File: src/rtl/core/aesp_pkg.sv
// shared constants and controller/datapath interface types for the escape sequence parser
package aesp_pkg;

    // default sizing
    localparam int ARGS_LIMIT_DEF = 16;
    localparam int SEQ_LIMIT_DEF  = 32;

    // control and special bytes
    localparam logic [7:0] CH_ESC   = 8'h1B;
    localparam logic [7:0] CH_BEL   = 8'h07;
    localparam logic [7:0] CH_CSI   = 8'h5B;  // '['
    localparam logic [7:0] CH_OSC   = 8'h5D;  // ']'
    localparam logic [7:0] CH_SEMI  = 8'h3B;  // ';'
    localparam logic [7:0] CH_ZERO  = 8'h30;  // '0'
    localparam logic [7:0] CH_NINE  = 8'h39;  // '9'
    localparam logic [7:0] CH_QUEST = 8'h3F;  // '?'
    localparam logic [7:0] CH_GT    = 8'h3E;  // '>'
    localparam logic [7:0] CH_BANG  = 8'h21;  // '!'
    localparam logic [7:0] CH_LT_M  = 8'h6D;  // 'm'
    localparam logic [7:0] CH_UP_J  = 8'h4A;  // 'J'
    localparam logic [7:0] CH_UP_K  = 8'h4B;  // 'K'
    localparam logic [7:0] CH_LPAR  = 8'h28;  // '('
    localparam logic [7:0] CH_RPAR  = 8'h29;  // ')'
    localparam logic [7:0] CH_STAR  = 8'h2A;  // '*'
    localparam logic [7:0] CH_PLUS  = 8'h2B;  // '+'
    localparam logic [7:0] CH_MINUS = 8'h2D;  // '-'
    localparam logic [7:0] CH_DOT   = 8'h2E;  // '.'
    localparam logic [7:0] CH_SLASH = 8'h2F;  // '/'
    localparam logic [7:0] CH_EQ    = 8'h3D;  // '='
    localparam logic [7:0] CH_SEVEN = 8'h37;  // '7'
    localparam logic [7:0] CH_EIGHT = 8'h38;  // '8'
    localparam logic [7:0] CH_UP_D  = 8'h44;  // 'D'
    localparam logic [7:0] CH_UP_M  = 8'h4D;  // 'M'

    // argument saturation value
    localparam logic [15:0] VALUE_MAX = 16'd59999;

    // result kinds
    localparam logic [1:0] KIND_CSI     = 2'd0;
    localparam logic [1:0] KIND_CHARSET = 2'd1;
    localparam logic [1:0] KIND_ESCAPE  = 2'd2;

    // private marker codes
    localparam logic [1:0] MARK_NONE  = 2'd0;
    localparam logic [1:0] MARK_QUEST = 2'd1;
    localparam logic [1:0] MARK_GT    = 2'd2;
    localparam logic [1:0] MARK_BANG  = 2'd3;

    // commands from controller to datapath
    typedef struct packed {
        logic take;         // input request accepted this cycle
        logic load_single;  // load a charset or single escape result
        logic load_arg;     // load the argument result read from the store
        logic next_idx;     // advance to the next argument
    } t_dp_cmd;

    // status from datapath to controller
    typedef struct packed {
        logic single_res;   // current byte completes a one-result sequence
        logic csi_final;    // current byte is a CSI final byte
        logic idx_last;     // argument index points at the last argument
    } t_dp_status;

endpackage

File: src/rtl/core/aesp_ctrl.sv
// controller: input/output handshake and argument emission sequencing
module aesp_ctrl (
    input  logic               i_clk,
    input  logic               i_rst_n,
    input  logic               i_in_valid,
    output logic               o_in_stall,
    output logic               o_out_valid,
    input  logic               i_out_stall,
    input  aesp_pkg::t_dp_status i_status,
    output aesp_pkg::t_dp_cmd  o_cmd
);
    import aesp_pkg::*;

    localparam logic [1:0] ST_RUN  = 2'd0;
    localparam logic [1:0] ST_READ = 2'd1;
    localparam logic [1:0] ST_LOAD = 2'd2;

    logic [1:0] r_state, n_state;
    logic       r_out_valid, n_out_valid;
    logic       out_free;
    logic       take;

    // output register can accept a new result
    assign out_free   = !r_out_valid || !i_out_stall;
    assign o_in_stall = (r_state != ST_RUN) || !out_free;
    assign take       = i_in_valid && !o_in_stall;

    // commands and next state
    always_comb begin
        o_cmd             = '0;
        o_cmd.take        = take;
        o_cmd.load_single = take && i_status.single_res;
        n_state           = r_state;
        case (r_state)
            ST_RUN: begin
                if (take && i_status.csi_final) begin
                    n_state = ST_READ;
                end
            end
            ST_READ: begin
                n_state = ST_LOAD;
            end
            ST_LOAD: begin
                if (out_free) begin
                    o_cmd.load_arg = 1'b1;
                    if (i_status.idx_last) begin
                        n_state = ST_RUN;
                    end else begin
                        o_cmd.next_idx = 1'b1;
                        n_state        = ST_READ;
                    end
                end
            end
            default: begin
                n_state = ST_RUN;
            end
        endcase
    end

    // output valid flag
    always_comb begin
        n_out_valid = r_out_valid;
        if (o_cmd.load_single || o_cmd.load_arg) begin
            n_out_valid = 1'b1;
        end else if (!i_out_stall) begin
            n_out_valid = 1'b0;
        end
    end

    always_ff @(posedge i_clk) begin
        if (!i_rst_n) begin
            r_state     <= ST_RUN;
            r_out_valid <= 1'b0;
        end else begin
            r_state     <= n_state;
            r_out_valid <= n_out_valid;
        end
    end

    assign o_out_valid = r_out_valid;

endmodule

File: src/rtl/core/aesp_datapath.sv
// datapath: sequence tracking, argument accumulation, argument store and result register
module aesp_datapath #(
    parameter int ARGS_LIMIT = aesp_pkg::ARGS_LIMIT_DEF,
    parameter int SEQ_LIMIT  = aesp_pkg::SEQ_LIMIT_DEF
) (
    input  logic                 i_clk,
    input  logic                 i_rst_n,
    input  logic [7:0]           i_in_byte,
    input  aesp_pkg::t_dp_cmd    i_cmd,
    output aesp_pkg::t_dp_status o_status,
    output logic [1:0]           o_kind,
    output logic [7:0]           o_final_byte,
    output logic [1:0]           o_private_marker,
    output logic                 o_charset_special,
    output logic [4:0]           o_arg_count,
    output logic [3:0]           o_arg_index,
    output logic [15:0]          o_arg_value,
    output logic                 o_last
);
    import aesp_pkg::*;

    localparam int IDX_W = (ARGS_LIMIT > 1) ? $clog2(ARGS_LIMIT) : 1;
    localparam int TOT_W = $clog2(ARGS_LIMIT + 2);
    localparam int LEN_W = $clog2(SEQ_LIMIT);
    localparam logic [TOT_W-1:0] TOT_LIMIT = TOT_W'(ARGS_LIMIT);
    localparam logic [LEN_W-1:0] LEN_STOP  = LEN_W'(SEQ_LIMIT - 1);

    typedef struct packed {
        logic        has;
        logic [15:0] val;
    } t_arg;

    // sequence state
    logic             r_active, n_active;
    logic [LEN_W-1:0] r_len, n_len;
    logic [7:0]       r_lead, n_lead;
    logic [1:0]       r_marker, n_marker;
    logic [TOT_W-1:0] r_tot, n_tot;
    logic [15:0]      r_cur, n_cur;
    logic             r_cur_has, n_cur_has;

    // emission state
    logic [TOT_W-1:0] r_cnt;
    logic [7:0]       r_fin;
    logic             r_dflt_one;
    logic [IDX_W-1:0] r_idx;
    t_arg             r_arg_mem [0:ARGS_LIMIT-1];
    t_arg             r_rd;

    // result register
    logic [1:0]  r_kind;
    logic [7:0]  r_final;
    logic [1:0]  r_mark_out;
    logic        r_cs;
    logic [4:0]  r_count;
    logic [3:0]  r_index;
    logic [15:0] r_value;
    logic        r_last;

    logic             is_esc, drop, live, first;
    logic [7:0]       lead;
    logic             lead_csi, lead_osc, lead_cs, lead_single;
    logic             dec_char, is_marker;
    logic             csi_open, csi_marker, csi_body, csi_digit, csi_semi, csi_fin;
    logic             cs_res, esc_res, osc_end, unknown;
    logic             in_range, commit;
    logic [TOT_W-1:0] tot_m1, cnt_m1;
    logic [IDX_W-1:0] slot, last_idx;
    logic [19:0]      cur_ext, prod;
    logic [15:0]      digit_val;
    logic [1:0]       marker_code;

    // byte decode against the sequence state
    assign is_esc    = (i_in_byte == CH_ESC);
    assign drop      = r_active && (r_len >= LEN_STOP);
    assign live      = r_active && !is_esc && !drop;
    assign first     = (r_len == '0);
    assign lead      = first ? i_in_byte : r_lead;
    assign lead_csi  = (lead == CH_CSI);
    assign lead_osc  = (lead == CH_OSC);
    assign lead_cs   = lead inside {CH_LPAR, CH_RPAR, CH_STAR, CH_PLUS,
                                    CH_MINUS, CH_DOT, CH_SLASH};
    assign lead_single = lead inside {CH_EQ, CH_GT, CH_SEVEN, CH_EIGHT, CH_UP_D, CH_UP_M};
    assign dec_char  = i_in_byte inside {[CH_ZERO:CH_NINE]};
    assign is_marker = i_in_byte inside {CH_QUEST, CH_GT, CH_BANG};

    assign csi_open   = live && lead_csi && first;
    assign csi_marker = live && lead_csi && (r_len == LEN_W'(1)) && is_marker;
    assign csi_body   = live && lead_csi && !first && !csi_marker;
    assign csi_digit  = csi_body && dec_char;
    assign csi_semi   = csi_body && (i_in_byte == CH_SEMI);
    assign csi_fin    = csi_body && !dec_char && (i_in_byte != CH_SEMI);
    assign cs_res     = live && lead_cs && !first;
    assign esc_res    = live && lead_single;
    assign osc_end    = live && lead_osc && (i_in_byte == CH_BEL);
    assign unknown    = live && !lead_csi && !lead_osc && !lead_cs && !lead_single;

    // argument slot bookkeeping
    assign in_range = (r_tot <= TOT_LIMIT);
    assign commit   = (csi_semi || csi_fin) && in_range;
    assign tot_m1   = r_tot - TOT_W'(1);
    assign slot     = tot_m1[IDX_W-1:0];
    assign cnt_m1   = r_cnt - TOT_W'(1);
    assign last_idx = cnt_m1[IDX_W-1:0];

    // decimal accumulate with saturation
    assign cur_ext   = {4'b0, r_cur};
    assign prod      = (cur_ext << 3) + (cur_ext << 1) + {16'b0, i_in_byte[3:0]};
    assign digit_val = (prod > {4'b0, VALUE_MAX}) ? VALUE_MAX : prod[15:0];

    always_comb begin
        case (i_in_byte)
            CH_QUEST: marker_code = MARK_QUEST;
            CH_GT:    marker_code = MARK_GT;
            CH_BANG:  marker_code = MARK_BANG;
            default:  marker_code = MARK_NONE;
        endcase
    end

    // sequence next state
    always_comb begin
        n_active  = r_active;
        n_len     = r_len;
        n_lead    = r_lead;
        n_marker  = r_marker;
        n_tot     = r_tot;
        n_cur     = r_cur;
        n_cur_has = r_cur_has;
        if (is_esc) begin
            n_active = 1'b1;
            n_len    = '0;
            n_marker = MARK_NONE;
            n_tot    = '0;
        end else if (drop) begin
            n_active = 1'b0;
        end else if (live) begin
            n_len = r_len + LEN_W'(1);
            if (first) begin
                n_lead = i_in_byte;
            end
            if (csi_open) begin
                n_tot     = TOT_W'(1);
                n_cur     = '0;
                n_cur_has = 1'b0;
            end
            if (csi_marker) begin
                n_marker = marker_code;
            end
            if (csi_digit && in_range) begin
                n_cur     = digit_val;
                n_cur_has = 1'b1;
            end
            if (csi_semi && in_range) begin
                n_tot     = r_tot + TOT_W'(1);
                n_cur     = '0;
                n_cur_has = 1'b0;
            end
            if (csi_fin || cs_res || esc_res || osc_end || unknown) begin
                n_active = 1'b0;
            end
        end
    end

    always_ff @(posedge i_clk) begin
        if (!i_rst_n) begin
            r_active  <= 1'b0;
            r_len     <= '0;
            r_lead    <= '0;
            r_marker  <= MARK_NONE;
            r_tot     <= '0;
            r_cur     <= '0;
            r_cur_has <= 1'b0;
        end else if (i_cmd.take) begin
            r_active  <= n_active;
            r_len     <= n_len;
            r_lead    <= n_lead;
            r_marker  <= n_marker;
            r_tot     <= n_tot;
            r_cur     <= n_cur;
            r_cur_has <= n_cur_has;
        end
    end

    // argument store: write on close of an argument, read at the emit index
    always_ff @(posedge i_clk) begin
        if (i_cmd.take && commit) begin
            r_arg_mem[slot] <= '{has: r_cur_has, val: r_cur};
        end
        r_rd <= r_arg_mem[r_idx];
    end

    // capture the CSI command and walk the arguments
    always_ff @(posedge i_clk) begin
        if (!i_rst_n) begin
            r_idx <= '0;
        end else if (i_cmd.take && csi_fin) begin
            r_idx <= '0;
        end else if (i_cmd.next_idx) begin
            r_idx <= r_idx + IDX_W'(1);
        end
    end

    always_ff @(posedge i_clk) begin
        if (i_cmd.take && csi_fin) begin
            r_fin      <= i_in_byte;
            r_dflt_one <= !(i_in_byte inside {CH_LT_M, CH_UP_J, CH_UP_K});
            r_cnt      <= in_range ? r_tot : TOT_LIMIT;
        end
    end

    // result register
    always_ff @(posedge i_clk) begin
        if (i_cmd.load_single) begin
            r_kind     <= cs_res ? KIND_CHARSET : KIND_ESCAPE;
            r_final    <= cs_res ? i_in_byte : lead;
            r_mark_out <= MARK_NONE;
            r_cs       <= cs_res && (i_in_byte == CH_ZERO);
            r_count    <= '0;
            r_index    <= '0;
            r_value    <= '0;
            r_last     <= 1'b1;
        end else if (i_cmd.load_arg) begin
            r_kind     <= KIND_CSI;
            r_final    <= r_fin;
            r_mark_out <= r_marker;
            r_cs       <= 1'b0;
            r_count    <= 5'(r_cnt);
            r_index    <= 4'(r_idx);
            r_value    <= r_rd.has ? r_rd.val : {15'b0, r_dflt_one};
            r_last     <= (r_idx == last_idx);
        end
    end

    assign o_status.single_res = cs_res || esc_res;
    assign o_status.csi_final  = csi_fin;
    assign o_status.idx_last   = (r_idx == last_idx);

    assign o_kind            = r_kind;
    assign o_final_byte      = r_final;
    assign o_private_marker  = r_mark_out;
    assign o_charset_special = r_cs;
    assign o_arg_count       = r_count;
    assign o_arg_index       = r_index;
    assign o_arg_value       = r_value;
    assign o_last            = r_last;

endmodule

File: src/rtl/core/ansi_escape_sequence_parser.sv
// top level of the terminal escape sequence parser
// Usage:
//   Input channel: one terminal byte per request on i_in_byte, taken when
//   i_in_valid is high and o_in_stall is low. Bytes outside a sequence are
//   dropped; ESC always (re)starts a sequence.
//   Output channel: one result per request, held in an output register and
//   taken when o_out_valid is high and i_out_stall is low; o_last marks the
//   final result of a sequence.
//   Throughput: one byte per cycle while no argument emission is in progress
//   and the output register is free or being drained. A charset or single
//   escape result appears in the cycle after its byte is taken. A CSI final
//   byte starts argument emission: each argument is first read from the
//   argument store and then loaded into the output register, and the input
//   is stalled until the last argument of the sequence has been loaded.
//   When the receiver stalls, the pending result holds and the input is
//   stalled for as long as a result waits in the output register.
//   Reset (synchronous, active low) returns to outside-sequence state with an
//   empty output register; the argument store needs no clearing.
module ansi_escape_sequence_parser #(
    parameter int ARGS_LIMIT = aesp_pkg::ARGS_LIMIT_DEF,
    parameter int SEQ_LIMIT  = aesp_pkg::SEQ_LIMIT_DEF
) (
    input  logic        i_clk,
    input  logic        i_rst_n,
    input  logic        i_in_valid,
    output logic        o_in_stall,
    input  logic [7:0]  i_in_byte,
    output logic        o_out_valid,
    input  logic        i_out_stall,
    output logic [1:0]  o_kind,
    output logic [7:0]  o_final_byte,
    output logic [1:0]  o_private_marker,
    output logic        o_charset_special,
    output logic [4:0]  o_arg_count,
    output logic [3:0]  o_arg_index,
    output logic [15:0] o_arg_value,
    output logic        o_last
);
    import aesp_pkg::*;

    t_dp_cmd    cmd;
    t_dp_status status;

    // handshake and sequencing
    aesp_ctrl u_ctrl (
        .i_clk       (i_clk),
        .i_rst_n     (i_rst_n),
        .i_in_valid  (i_in_valid),
        .o_in_stall  (o_in_stall),
        .o_out_valid (o_out_valid),
        .i_out_stall (i_out_stall),
        .i_status    (status),
        .o_cmd       (cmd)
    );

    // parsing state, argument store and result register
    aesp_datapath #(
        .ARGS_LIMIT (ARGS_LIMIT),
        .SEQ_LIMIT  (SEQ_LIMIT)
    ) u_datapath (
        .i_clk             (i_clk),
        .i_rst_n           (i_rst_n),
        .i_in_byte         (i_in_byte),
        .i_cmd             (cmd),
        .o_status          (status),
        .o_kind            (o_kind),
        .o_final_byte      (o_final_byte),
        .o_private_marker  (o_private_marker),
        .o_charset_special (o_charset_special),
        .o_arg_count       (o_arg_count),
        .o_arg_index       (o_arg_index),
        .o_arg_value       (o_arg_value),
        .o_last            (o_last)
    );

endmodule
File: config.mk
export PLATFORM = sky130hd
export DESIGN_NAME = ansi_escape_sequence_parser
export DESIGN_NICKNAME = d
export VERILOG_FILES = /design/src/rtl/core/aesp_pkg.sv /design/src/rtl/core/aesp_ctrl.sv /design/src/rtl/core/aesp_datapath.sv /design/src/rtl/core/ansi_escape_sequence_parser.sv
export SDC_FILE = /design/constraint.sdc
export NUM_CORES = 1
export LEC_CHECK = 0
export ABC_AREA = 1
export BUFFER_PORTS_ARGS = -buffer_cell sky130_fd_sc_hd__buf_2
export CAP_MARGIN = 10
export CORE_AREA = 5 5 191 193
export CTS_CLUSTER_DIAMETER = 60
export CTS_CLUSTER_SIZE = 28
export DETAILED_ROUTE_END_ITERATION = 10
export DIE_AREA = 0 0 196 198
export PLACE_DENSITY = 0.71
export SYNTH_ARGS = -nofsm -noshare
export SYNTH_HDL_FRONTEND = slang
export SYNTH_SLANG_ARGS = --single-unit
export TNS_END_PERCENT = 5
File: constraint.sdc
create_clock -name i_clk -period 4.26 [get_ports i_clk]
set_input_delay 0.213 -clock i_clk [delete_from_list [all_inputs] [get_ports i_clk]]
set_output_delay 0.213 -clock i_clk [all_outputs]
set_load 0.1 [all_outputs]
==> results.md <==
- Status: finished, final reports clean
- Vias per Instance: between 5 and 6
- Root buffer cell: clkbuf_16
- Hold Crit Start: i_in_byte[1]
- Worst flop-to-flop path startpoint: u_datapath.r_len[0]
- Placed cells: just over 2,000
- Num CTS Buffers: 25
- Synth warn: 0
- Worst Setup Slack, final: 0.540 ns
- Avg WL per Cell: between 15 and 20 um
- Critical path data arrival time: between 3 and 4 ns
- Tot Pwr: 0.00665 W
- Total Wirelength: roughly 39,000 um
- Worst setup path start: u_datapath.r_len[0]
- HP Class: in -> reg
- Async S/R FF share, synth: 0%
- RSZ-0062 raised after global routing: false
- Clk_skew: 0.0402 ns
- Ports: 53
- P per Cell Area: 356 mW/mm^2
- Adder-Cell Fraction of Synth Area: around 3.4%
- Syn nets: between 1,500 and 2,000
- Buf+Inv Stages, Crit Path: 2
- Synth top cells by count: edfxtp_1 (297), nand2_1 (255), nor2_1 (189)
- Final nets: approximately 1,700
- Vias: about 12,000
- CP cell instances: inv_1, ha_1, nand3_2, o21ai_1, nand2_1, nor2_4, nand2_1, nor2_1, nand2_1, nor3_2, nand2_1, nor2_2, buf_4
- Clk pin slew, worst setup/hold paths: 0.08 ns
- Number of distinct library cells after synthesis: 52
- Seq/Total Area, Yosys: ~63%
- CP Class: reg -> reg
- Crit start category: flop
- Worst-margin pin slew: approximately 1.1 ns
- GR peak layer: met2
- Met2 Usage GRT: between 30% and 40%
- Worst-Skew Late Latency: roughly 0.56 ns
- Top cell type by total area after synthesis: edfxtp_1
- Post-layout minimum cycle time: between 3 and 4 ns
- Crit path max fanout: 21
- Die H: a little under 200 um
- Core box area: between 0.03 and 0.04 sq mm
- Req. time, crit path: 4.51 ns
- GRT met3 Usage: under 10%
- Global-route wire length before repair: a little over 60,000 um
- Reg2reg setup slack: around 0.54 ns
- GRT Total Usage: between 15 and 20%
- EDFF count, synth: just under 300
- Post-synthesis cell area: around 0.017 sq mm
- Initial drt markers: ~1,200
- Slowest cell on crit path: nor2_2
- Post-route clock period utilization: 87.3%
- Synth top area share: around 53%
- CTS tree: built
- Leak: between 6 and 7 nW
- Total gr overflow: 0
- Top_reg_cell synth: edfxtp_1
- Post-synthesis mux area share: 3.37%
- Clk sinks: between 300 and 400
- Synth top area cells: edfxtp_1 (53%), dfxtp_1 (11%), nand2_1 (5.6%), nor2_1 (4.2%), mux2i_1 (3.4%)
- Initial antenna violation count: 0
- DRC Markers: 0
- Pin count of the biggest net entering global routing: around 140
- H-tree levels: 1
- Synth Register Bits: ~390
- Pins over their slew limit: 0
- CP Capture Type: flop
- Simple-gate share of the synthesized area: between 10% and 20%
- # setup viols final: 0
- Post-DP HPWL: 25,500 um
- Starting Density: between 40% and 50%
- Post-synthesis xor/xnor area fraction: 0.568%
- Layout Utilization: between 50 and 60%
- Die Wd: between 150 and 200 um
- Complex-gate fraction of the synthesized area: 10.5%
- DR pass1 iterations: 5
- Largest family of logic cells by synthesized area: simple AND/OR/NAND/NOR gates
- Peak supply drop: between 0.2 and 0.3 mV
- Post-route ant nets: 0
- Most used cell, CP: nand2_1
- Pre-CTS setup slack: slightly below 0.5 ns
- Post-Syn Instances: around 1,500
- Final hold violations: 0
- Worst relative slew slack: between 20% and 30%
- Port Buf Inserts: 52
- Grt met1 use: 28.3%
- Fmax: around 0.27 GHz
- Share of layout cells above drive strength 1: 10.9%
- Final Non-Filler Cells: around 2,100
- Crit path max-delay family: simple AND/OR/NAND/NOR gates
- Avg Cell Area, Syn: between 10 and 15 sq um
- Area grow syn2layout: 10.2%
- Site row count: 68
- CTS max path bufs: 3
- Total of max-cap violations: 0
- Vias in the first global route: between 10,000 and 15,000
- Routability Congestion: ~0.88
- Die area: 0.0388 sq mm
- Slowest Stage Delay on Critical Path: 0.49 ns
- Antenna diodes: 0
- Top-count cell post-synth: edfxtp_1
- Setup TNS: 0 ns
==> what timing repair did <==
| item | 4_1_cts | 5_1_grt |
|---|---|---|
| buffers inserted | 0 | 0 |
| endpoints found under the setup margin | 0 | 2 |
| hold buffers | 5 | 0 |
| gates resized for setup | 0 | 1 |
| endpoints found under the hold margin | 5 | 0 |
==> placed cells by master (no fill, tap or decap), types with 6 or more instances in the layout <==
cell / count
a211oi_1: 6
a21oi_1: 70
a22oi_1: 7
buf_2: 52
buf_4: 39
clkbuf_16: 25
dfxtp_1: 87
edfxtp_1: 297
ha_1: 43
inv_1: 86
inv_6: 7
mux2i_1: 57
nand2_1: 255
nand3_1: 90
nand4_1: 24
nor2_1: 172
nor2_2: 19
nor3_1: 11
o211ai_1: 11
o21ai_0: 102
o221ai_1: 57
o32ai_1: 9
xnor2_1: 6
==> kinds of logic after synthesis <==
family / after synthesis
AO/OA/AOI/OAI: 282
adder cells (fa/ha/maj): 45
buffers and inverters: 169
AND/OR/NAND/NOR: 594
multiplexers: 57
flip-flops: 387
XOR/XNOR: 11
==> path summary, 6_finish.rpt <==
path / end / cells after the start
min reg2reg: u_datapath.o_private_marker[1] / 2
max reg2reg: u_datapath.r_arg_mem[6][6] / 13
min: u_datapath.r_fin[1] / 1
max: u_datapath.r_arg_mem[6][6] / 13
==> power by group <==
group / internal (W) / switching, W / leakage (nW)
sequential: 0.00401 / 0.00000555 / 3.50
clock: 0.00117 / 0.00128 / 0.387
combinational: 0.0000354 / 0.000145 / 2.95
==> layer usage <==
layer	share of wire, %	up-vias
met5	0	-
li1	-	5632
met3	6.2	37
met1	44	5786
met2	48	364
met4	1.8	0
==> stage by stage <==
step	hold WS, ns	instance area (sq um)
2_1_floorplan	0.312	16900
3_3_place_gp	0.414	17800
3_5_place_dp	0.427	17800
4_1_cts	0.0353	18700
5_1_grt	0.0363	18700
6_report	0.0538	18700
==> state kept, by name, indices dropped and copies added, names as in the netlist, 2 cells and up <==
register                     count
u_datapath.r_rd                 17
u_datapath.r_cur                16
u_datapath.o_private_marker      2
u_datapath.o_final_byte          8
u_datapath.r_idx                 4
u_datapath.r_len                 5
u_datapath.r_fin                 8
u_ctrl.r_state                   2
u_datapath.o_arg_count           5
u_datapath.r_cnt                 5
u_datapath.o_kind                2
u_datapath.r_arg_mem           272
u_datapath.r_marker              2
u_datapath.r_tot                 5
u_datapath.o_arg_value          16
u_datapath.r_lead                8
u_datapath.o_arg_index           4
==> final cells by class <==
class	count	area, sq um
multi-input combinational	989	5600
sequential	387	10700
fill	2939	15700
clock inverter	14	130
clock buffer	32	672
inverter	93	349
timing repair buffer	97	623
tap	455	569
No activity file was read; power rests on OpenSTA's default activity.
